$ cat src/rtl/core/bfca_pkg.sv
package bfca_pkg;

	localparam int SIZE_W   = 8;
	localparam int OFFS_W   = 12;
	localparam int STATUS_W = 3;
	localparam int FREE_W   = 13;
	localparam int CELL_W   = 7;

	localparam logic [SIZE_W-1:0] MAX_RUN = 8'd127;

	typedef enum logic {
		OP_ALLOC = 1'b0,
		OP_FREE  = 1'b1
	} op_t;

	typedef enum logic [STATUS_W-1:0] {
		STS_OK,
		STS_TOO_BIG,
		STS_OVER_FREE,
		STS_ZERO,
		STS_NO_FIT,
		STS_NOT_USED
	} status_t;

	typedef enum logic [2:0] {
		S_CLEAR,
		S_IDLE,
		S_SCAN,
		S_ALLOC_WR,
		S_FREE_RD,
		S_FREE_CLR
	} state_t;

	typedef struct packed {
		logic done;
		logic found;
	} scan_sts_t;

endpackage

$ cat src/rtl/core/bfca_scan.sv
module bfca_scan import bfca_pkg::*; #(
	parameter int CELL_COUNT = 4096,
	localparam int AW = $clog2(CELL_COUNT)
) (
	input  logic              clk,
	input  logic              arst_n,
	input  logic              go,
	input  logic [CELL_W-1:0] size,
	input  logic [CELL_W-1:0] rd_data,
	output logic              rd_en,
	output logic [AW-1:0]     rd_addr,
	output scan_sts_t         sts,
	output logic [AW-1:0]     where
);

	localparam int IW = $clog2(CELL_COUNT + 1);
	localparam logic [IW-1:0] END_IDX = IW'(CELL_COUNT);

	logic [IW-1:0] idx_q;
	logic          issuing_q;
	logic          valid_s1;
	logic [IW-1:0] idx_s1;
	logic [IW-1:0] run_start_q;
	logic [IW-1:0] run_len_q;
	logic [IW-1:0] best_start_q;
	logic [IW-1:0] best_len_q;
	logic          have_q;
	logic          done_q;

	logic          used;
	logic          fits;
	logic          exact;
	logic          stop;
	logic [IW-1:0] size_x;

	always_comb begin
		size_x = IW'(size);
		used   = (idx_s1 == END_IDX) || (rd_data != '0);
		fits   = (run_len_q >= size_x) && (!have_q || (run_len_q < best_len_q));
		exact  = fits && (run_len_q == size_x);
		stop   = valid_s1 && used && ((idx_s1 == END_IDX) || exact);
	end

	assign rd_en     = issuing_q && (idx_q != END_IDX);
	assign rd_addr   = idx_q[AW-1:0];
	assign sts.done  = done_q;
	assign sts.found = have_q;
	assign where     = best_start_q[AW-1:0];

	always_ff @(posedge clk or negedge arst_n) begin
		if (!arst_n) begin
			idx_q        <= '0;
			issuing_q    <= 1'b0;
			valid_s1     <= 1'b0;
			idx_s1       <= '0;
			run_start_q  <= '0;
			run_len_q    <= '0;
			best_start_q <= '0;
			best_len_q   <= '0;
			have_q       <= 1'b0;
			done_q       <= 1'b0;
		end else begin
			if (go) begin
				idx_q        <= '0;
				issuing_q    <= 1'b1;
				valid_s1     <= 1'b0;
				run_start_q  <= '0;
				run_len_q    <= '0;
				best_start_q <= '0;
				best_len_q   <= '0;
				have_q       <= 1'b0;
				done_q       <= 1'b0;
			end else begin
				if (issuing_q) begin
					idx_q <= idx_q + 1'b1;
					if (stop || (idx_q == END_IDX)) begin
						issuing_q <= 1'b0;
					end
				end
				valid_s1 <= issuing_q && !stop;
				idx_s1   <= idx_q;
				if (valid_s1) begin
					if (used) begin
						if (fits) begin
							have_q       <= 1'b1;
							best_len_q   <= run_len_q;
							best_start_q <= run_start_q;
						end
						run_start_q <= idx_s1 + 1'b1;
						run_len_q   <= '0;
					end else begin
						run_len_q <= run_len_q + 1'b1;
					end
				end
				done_q <= stop;
			end
		end
	end

endmodule

$ cat config.mk
export PLATFORM = sky130hd
export DESIGN_NAME = bfca_scan
export DESIGN_NICKNAME = d
export VERILOG_FILES = /design/src/rtl/core/bfca_pkg.sv /design/src/rtl/core/bfca_scan.sv
export SDC_FILE = /design/constraint.sdc
export NUM_CORES = 1
export LEC_CHECK = 0
export BUFFER_PORTS_ARGS = -buffer_cell sky130_fd_sc_hd__buf_2
export CELL_PAD_IN_SITES_DETAIL_PLACEMENT = 1
export CELL_PAD_IN_SITES_GLOBAL_PLACEMENT = 2
export CORE_UTILIZATION = 34
export CTS_BUF_LIST = sky130_fd_sc_hd__clkbuf_16
export DETAILED_ROUTE_END_ITERATION = 12
export GPL_ROUTABILITY_DRIVEN = 0
export GPL_TIMING_DRIVEN = 0
export PLACE_DENSITY = 0.79
export SLEW_MARGIN = 20
export SYNTH_ARGS = -nofsm -noshare
export SYNTH_HDL_FRONTEND = slang
export SYNTH_SLANG_ARGS = --single-unit
$ cat constraint.sdc
create_clock -name clk -period 2.1 [get_ports clk]
set_input_delay 0.315 -clock clk [delete_from_list [all_inputs] [get_ports clk]]
set_output_delay 0.315 -clock clk [all_outputs]
set_load 0.01 [all_outputs]
# After elaboration in Yosys (flattened, before gate mapping)
# Index checks and enable logic that the tools add are counted.
# classes
n_eq_ne	4
n_addsub	3
n_mux	25
magnitude_cmp	2
n_reduce_logical	19
# op_table
operator	n
13-bit 2-to-1 mux	9
12-bit 2-to-1 mux	7
13-bit by 1-bit adder with 13-bit output (second input constant)	2
13-bit equality test (second input constant)	2
13-bit by 7-bit equality test with 1-bit output	1
13-bit by 7-bit >= comparator with 1-bit output	1
13-bit < comparator	1
13-bit inequality test (second input constant)	1
12-bit by 1-bit adder with 12-bit output (second input constant)	1
1-bit 2-to-1 mux	9
2-bit nonzero test	4
7-bit nonzero test	1
1-bit logical AND	6
1-bit logical OR	4
3-bit AND reduction	1
1-bit zero test	2
2-bit AND reduction	1
# word_totals
register_bits	80
inputBits	17
wordCells	63
output_inout_bits	27

# Logic depth before layout (Yosys ltp)
# Gate-level depths: netlist (run 1).
# depth
ltp_word	10
ltp_mapped	9
ltp_nobuf	8

# Worst setup path after synthesis (run 1)
# Ideal clock, no wire load.
# synth_path
path_type	register to register
start	register run_len_q[0]
end	register best_len_q[9]
arrival_ns	2.100
setup_slack_ns	-0.066
setup_time_ns	0.066
required_ns	2.034
period_less_slack_ns	2.166
path_stages_with_launch	10
n_path_buf	1
path_cell_list	dfrtp_1 inv_1 ha_1 nand2b_1 a211o_1 a211oi_4 nor2_2 a21oi_2 buf_6 a22o_1
# synth_via
elab_chain_len	5
elab_cells_between_ends	6
cone_classes	order compare: 2; reduce/logical: 4
# synth_lines
item	line	text
from (decl)	bfca_scan.sv:24	logic [IW-1:0] run_len_q;
from (signal assigned)	bfca_scan.sv:92	run_len_q <= run_len_q + 1'b1;
13-bit < comparator	bfca_scan.sv:39	fits = (run_len_q >= size_x) && (!have_q || (run_len_q < best_len_q));
1-bit logical OR	bfca_scan.sv:39	
1-bit logical AND (*)	bfca_scan.sv:39	
2-bit nonzero test (no line) (*)	n/a	
3-bit AND reduction (no line) (*)	n/a	
to (signal assigned)	bfca_scan.sv:86	best_len_q <= run_len_q;
to (decl)	bfca_scan.sv:26	logic [IW-1:0] best_len_q;
# Mark *: on every way between the ends. The rest lies on a longest branch, timed or not.
# A chain may end at the register's enable or synchronous reset.

# Worst setup path in the final report (run 1)
# layout_path
start	register run_len_q[7]
end	register best_start_q[6]
# layout_via
elab_chain_len	5
elab_cells_between_ends	6
cone_classes	order compare: 2; reduce/logical: 4
# layout_lines
item	line	text
13-bit < comparator	bfca_scan.sv:39	
1-bit logical OR	bfca_scan.sv:39	
1-bit logical AND (*)	bfca_scan.sv:39	
2-bit nonzero test (no line) (*)	n/a	
3-bit AND reduction (no line) (*)	n/a	
to (signal assigned)	bfca_scan.sv:87	best_start_q <= run_start_q;
to (decl)	bfca_scan.sv:25	logic [IW-1:0] best_start_q;
# Marks and branches as above.

==> run summary, run 1 <==
outcome -> finished with violations
violated checks -> setup timing
post-detail-place hpwl -> 7050 um
Syn Inst Count -> 396
final setup vio count -> 28
Final Hold Fails -> 0
Core ar. -> 0.0117 mm^2
synthesized flop and latch total -> 80
Crit path required time -> 2.33 ns
drt wl/cell -> 16.1 um
TritonCTS clock tree -> done
io pins -> 44
Synth warnings -> 0
min cycle time layout -> 2.27 ns
ant diodes -> 0
# H-tree levels -> 3
Die Wd -> 112 um
DP Cell Count -> 583
share of layout cells above drive strength 1 -> 32.0%
commonest non-fill, non-tap cells in the layout -> dfrtp_1, buf_2, buf_4
worst-skew pair later-pin latency -> 0.34 ns
top-area cell type share of the netlist area -> 48.3%
maximum clock rate -> 441 MHz
Routed WL -> 10000 um
worst endpoint data arrival time -> 2.49 ns
Vias -> 3154
Power Dens Cells -> 643 mW/mm^2
# rows -> 39
VDD IR max -> 0.347 mV
sequential area share after synthesis -> 48.3%
global-route wire length before repair -> 16900 um
Residual DRC -> 0
critical setup path kind -> reg -> reg
clock sinks -> 80
number of global-route vias before repair -> 3380
die area -> 0.0126 mm^2
Max-Cap Viols -> 0
Synth area leader -> dfrtp_1
1st-pass router iterations -> 4
initial antenna violation count -> 0
skew final -> 0.00498 ns
hold_ws -> 0.450 ns
worst reg2reg path depth -> 8
Final Max Tran Viols -> 0
Final Worst Setup Slack -> -0.167 ns
Hold Crit Class -> in -> reg
Avg Inst Size Synth -> 10.5 um^2
Initial Util -> 35.6%
Area growth syn-to-layout -> 25.1%
Layout Nets -> 514
critical path startpoint category -> flop
hold_sp -> go
grt ovf -> 0
number of flops mapped to enable cells by yosys -> 0
CP Capture Type -> flop
Netlist Area Pre-Place -> 0.00415 mm^2
Vias/cell -> 5.08
CTS max path bufs -> 2
total power -> 0.00333 W
Placement Setup Slack -> -0.471 ns
Post-Syn Nets -> 437
Worst Hold Depth -> 3
clock slew at reported path FFs -> 0.06 ns
I/O Buffers -> 43
leakage -> 2.54 nW
root buffer cell -> clkbuf_16
Synth Flop Type -> dfrtp_1
synth top area cells -> dfrtp_1, ha_1, a22o_1
commonest non-fill, non-tap cell in the layout -> dfrtp_1
Slew @ Worst Pin -> 0.579 ns
CTS Buf Count -> 9
post-route insts no fill -> 621
height of the die -> 112 um
final core utilization -> 44.5%
critical path startpoint -> run_len_q[7]
first-iteration detailed-routing DRC count -> 137
largest net degree at the start of global routing -> 47
reg2reg start -> run_len_q[7]
Final period util -> 108%
Synth async-reset ratio -> 100%
antenna viol nets, final -> 0
Slew Limit Headroom -> 61.4%
Cell variety after synth -> 48
All-Layer GR Usage -> 17.1%
unrepaired setup endpoints after global routing -> true
crit path max fanout -> 10
## where the power goes
part / internal, W / switching [W] / total, W
clock network: 0.000912 / 0.000631 / 0.00154
logic: 0.0000880 / 0.000118 / 0.000206
registers: 0.00156 / 0.0000254 / 0.00158
total: 0.00256 / 0.000775 / 0.00333
## critical path, cell delays in order (launching register included)
cell and delay (ns):
dfrtp_2 0.41, ha_1 0.30, and2_4 0.14, a221o_1 0.30
a22oi_2 0.22, o21a_1 0.24, a21oi_4 0.12, buf_6 0.18
a22o_1 0.22
## synth_stat cells, types with 2 or more instances
| cell type | count |
|---|---|
| dfrtp_1 | 80 |
| nor2_1 | 32 |
| nand2_1 | 29 |
| inv_1 | 27 |
| a22o_1 | 26 |
| ha_1 | 24 |
| o21ai_0 | 23 |
| nand3_1 | 18 |
| xor2_1 | 17 |
| buf_4 | 14 |
| mux2_2 | 10 |
| xnor2_1 | 10 |
| a21oi_1 | 9 |
| and3_1 | 9 |
| clkbuf_1 | 7 |
| nand4_1 | 7 |
| nor3_1 | 5 |
| buf_6 | 4 |
| nor4_1 | 4 |
| a21o_1 | 3 |
| mux2i_1 | 3 |
| or3_1 | 3 |
| a31oi_1 | 2 |
| nand2b_1 | 2 |
| nor2b_1 | 2 |
| nor4b_1 | 2 |
| nor4b_2 | 2 |
| o21a_1 | 2 |
## final timing paths
| check | to | slack, ns |
|---|---|---|
| max | best_start_q[6] | -0.17 |
| min | run_len_q[2] | 0.45 |
| max reg2reg | best_start_q[6] | -0.17 |
| min reg2reg | run_start_q[11] | 0.48 |
| max in group asynchronous | run_len_q[5] | 1.04 |
| min in group asynchronous | best_len_q[0] | 0.48 |
## flip-flops by register name (all words and copies together) (netlist names)
name          cells
best_len_q       13
best_start_q     12
done_q            1
have_q            1
idx_q            13
idx_s1           13
issuing_q         1
run_len_q        13
run_start_q      12
valid_s1          1
## routing by layer
layer	GRT usage (%)	part of all wire, %	vias to the layer above
met5	0	0	-
met4	5.33	1.4	0
met3	3.02	2.2	13
met2	27.8	49	37
met1	23.2	47	1582
li1	-	-	1522
## stage by stage
step,area [um^2],setup TNS (ns)
2_1_floorplan,4160,-0.159
3_3_place_gp,4550,-10.41
3_5_place_dp,4580,-11.31
4_1_cts,5040,-3.95
5_1_grt,5190,-5.39
6_report,5190,-3.64
## area by class of cell
cell class              instances  area (um^2)
repair buffers                 66          428
inverters                      27          101
well taps                     143          179
multi-input cells             263         1990
fillers                      1294         6470
flip-flops and latches         80         2020
clock inverters                 7         63.8
plain buffers                  26          181
clock buffers                   9          225
## kinds of logic (layout without fill, tap and decap cells)
| kind of cell | count (synthesis) | after routing | share of synthesized area [%] |
|---|---|---|---|
| xor+xnor | 27 | 27 | 5.70 |
| simple gates | 125 | 125 | 15.7 |
| compound gates | 74 | 74 | 12.9 |
| mux | 13 | 13 | 3.44 |
| buf+inv | 53 | 135 | 6.79 |
| flops | 80 | 80 | 48.3 |
| fa+ha+maj | 24 | 24 | 7.24 |
## timing repair
item / in CTS / in global routing
buffers inserted: 11 / 9
gates cloned: 1 / 0
hold buffers: 1 / 0
setup endpoints to repair: 32 / 43
resized for setup: 20 / 27
hold endpoints to repair: 34 / 0
pin swaps: 27 / 6
Power figures use the tool's default switching activity.
==> run 2, diff against run 1 <==
==> constraint.sdc (replaced) <==
create_clock -name clk -period 2.1 [get_ports clk]
set_input_delay 0.315 -clock clk [delete_from_list [all_inputs] [get_ports clk]]
set_output_delay 0.315 -clock clk [all_outputs]
set_load 0.005 [all_outputs]
==> run 2 against run 1 <==
The run still ends with setup timing left. Critical path type unchanged. Sequential cell count stayed put. Critical path depth stayed put. Worst hold slack worse by 0.0012 ns.
==> run summary, run 2 (same netlist as run 1, synthesis figures left out) <==
outcome -> finished with violations
violated checks -> setup timing
drt wl/cell -> 16.1 um
# fillers -> 1294
critical path startpoint category -> flop
commonest non-fill, non-tap cells in the layout -> dfrtp_1, buf_2, buf_4
Final period util -> 108%
worst-skew pair later-pin latency -> 0.34 ns
largest net degree at the start of global routing -> 47
worst endpoint data arrival time -> 2.49 ns
clock sinks -> 80
min cycle time layout -> 2.27 ns
Final Max Tran Viols -> 0
leakage -> 2.54 nW
Hold Crit Class -> in -> reg
global-route wire length before repair -> 16900 um
Reg area -> 0.00202 mm^2
height of the die -> 112 um
Core ar. -> 0.0117 mm^2
CTS max path bufs -> 2
Area growth syn-to-layout -> 25.1%
skew final -> 0.00498 ns
multi-input logic area -> 0.00199 mm^2
All-Layer GR Usage -> 17.1%
Crit path required time -> 2.33 ns
Die Wd -> 112 um
Worst Hold Depth -> 3
Final Hold Fails -> 0
VDD IR max -> 0.347 mV
Max-Cap Viols -> 0
grt ovf -> 0
Initial Util -> 35.6%
post-detail-place hpwl -> 7050 um
1st-pass router iterations -> 4
TritonCTS clock tree -> done
cell area after layout -> 0.00519 mm^2
Slew @ Worst Pin -> 0.579 ns
commonest non-fill, non-tap cell in the layout -> dfrtp_1
Slew Limit Headroom -> 61.4%
# H-tree levels -> 3
worst reg2reg path depth -> 8
I/O Buffers -> 43
crit path max fanout -> 10
clock slew at reported path FFs -> 0.06 ns
CTS Buf Count -> 9
Power Dens Cells -> 643 mW/mm^2
die area -> 0.0126 mm^2
unrepaired setup endpoints after global routing -> true
Layout Nets -> 514
final setup vio count -> 28
ant diodes -> 0
final core utilization -> 44.5%
Final Worst Setup Slack -> -0.169 ns
hold_ws -> 0.449 ns
# rows -> 39
CP Capture Type -> flop
Vias -> 3150
io pins -> 44
Residual DRC -> 0
root buffer cell -> clkbuf_16
Vias/cell -> 5.07
placed cell area -> 0.00458 mm^2
antenna viol nets, final -> 0
critical setup path kind -> reg -> reg
maximum clock rate -> 441 MHz
initial antenna violation count -> 0
total power -> 0.00333 W
first-iteration detailed-routing DRC count -> 137
number of global-route vias before repair -> 3380
share of layout cells above drive strength 1 -> 31.8%
Routed WL -> 10000 um
-- run 2: path summary, 6_finish.rpt --
| check | from | end | slack [ns] |
|---|---|---|---|
| setup / recovery | run_len_q[7] | best_start_q[6] | -0.17 |
| hold / removal | go | run_len_q[2] | 0.45 |
| setup reg to reg | run_len_q[7] | best_start_q[6] | -0.17 |
| hold reg to reg | run_start_q[11] | run_start_q[11] | 0.48 |
| max in group asynchronous | arst_n | run_len_q[5] | 1.04 |
| min in group asynchronous | arst_n | best_len_q[0] | 0.48 |
-- run 2: per-stage QoR --
stage                     cells  setup TNS (ns)  setup slack [ns]
after global placement      582          -10.41            -0.436
after global routing        621           -5.39            -0.246
after floorplan             396          -0.159          -0.00796
final                       621           -3.69            -0.169
after CTS                   612           -3.95            -0.179
after detailed placement    583          -11.31            -0.471
-- run 2: power breakdown --
group / switching, W / total [W] / internal [W]
clock: 0.000633 / 0.00155 / 0.000912
sequential: 0.0000252 / 0.00158 / 0.00156
combinational: 0.000116 / 0.000203 / 0.0000877
-- run 2: routing by layer --
layer	vias to the layer above	track usage [%]	part of all wire [%]
li1	1522	-	-
met1	1578	23.2	47
met2	37	27.8	49
met3	13	3.02	2.2
met4	0	5.33	1.4
met5	-	0	0
-- run 2: layout make-up --
| type | count | share of cell area, % |
|---|---|---|
| sequential | 80 | 38.9 |
| multi-input combinational | 263 | 38.4 |
| timing repair buffer | 66 | 8.25 |
| clock buffer | 9 | 4.34 |
| buffer | 26 | 3.50 |
| tap | 143 | 3.45 |
| inverter | 27 | 1.95 |
| clock inverter | 7 | 1.23 |
-- run 2: timing repair --
item / 4_1_cts / 5_1_grt
setup buffers: 11 / 9
resized for setup: 20 / 26
setup endpoints to repair: 32 / 43
cloned: 1 / 0
pin swaps: 27 / 6
hold buffers: 1 / 0
endpoints found under the hold margin: 34 / 0
-- run 2: critical path, cell delays in order, from the launching register on --
cell and delay, ns:
dfrtp_2 0.41, ha_1 0.30, and2_4 0.14, a221o_1 0.30, a22oi_2 0.22, o21a_1 0.24, a21oi_4 0.12, buf_6 0.18
a22o_1 0.22
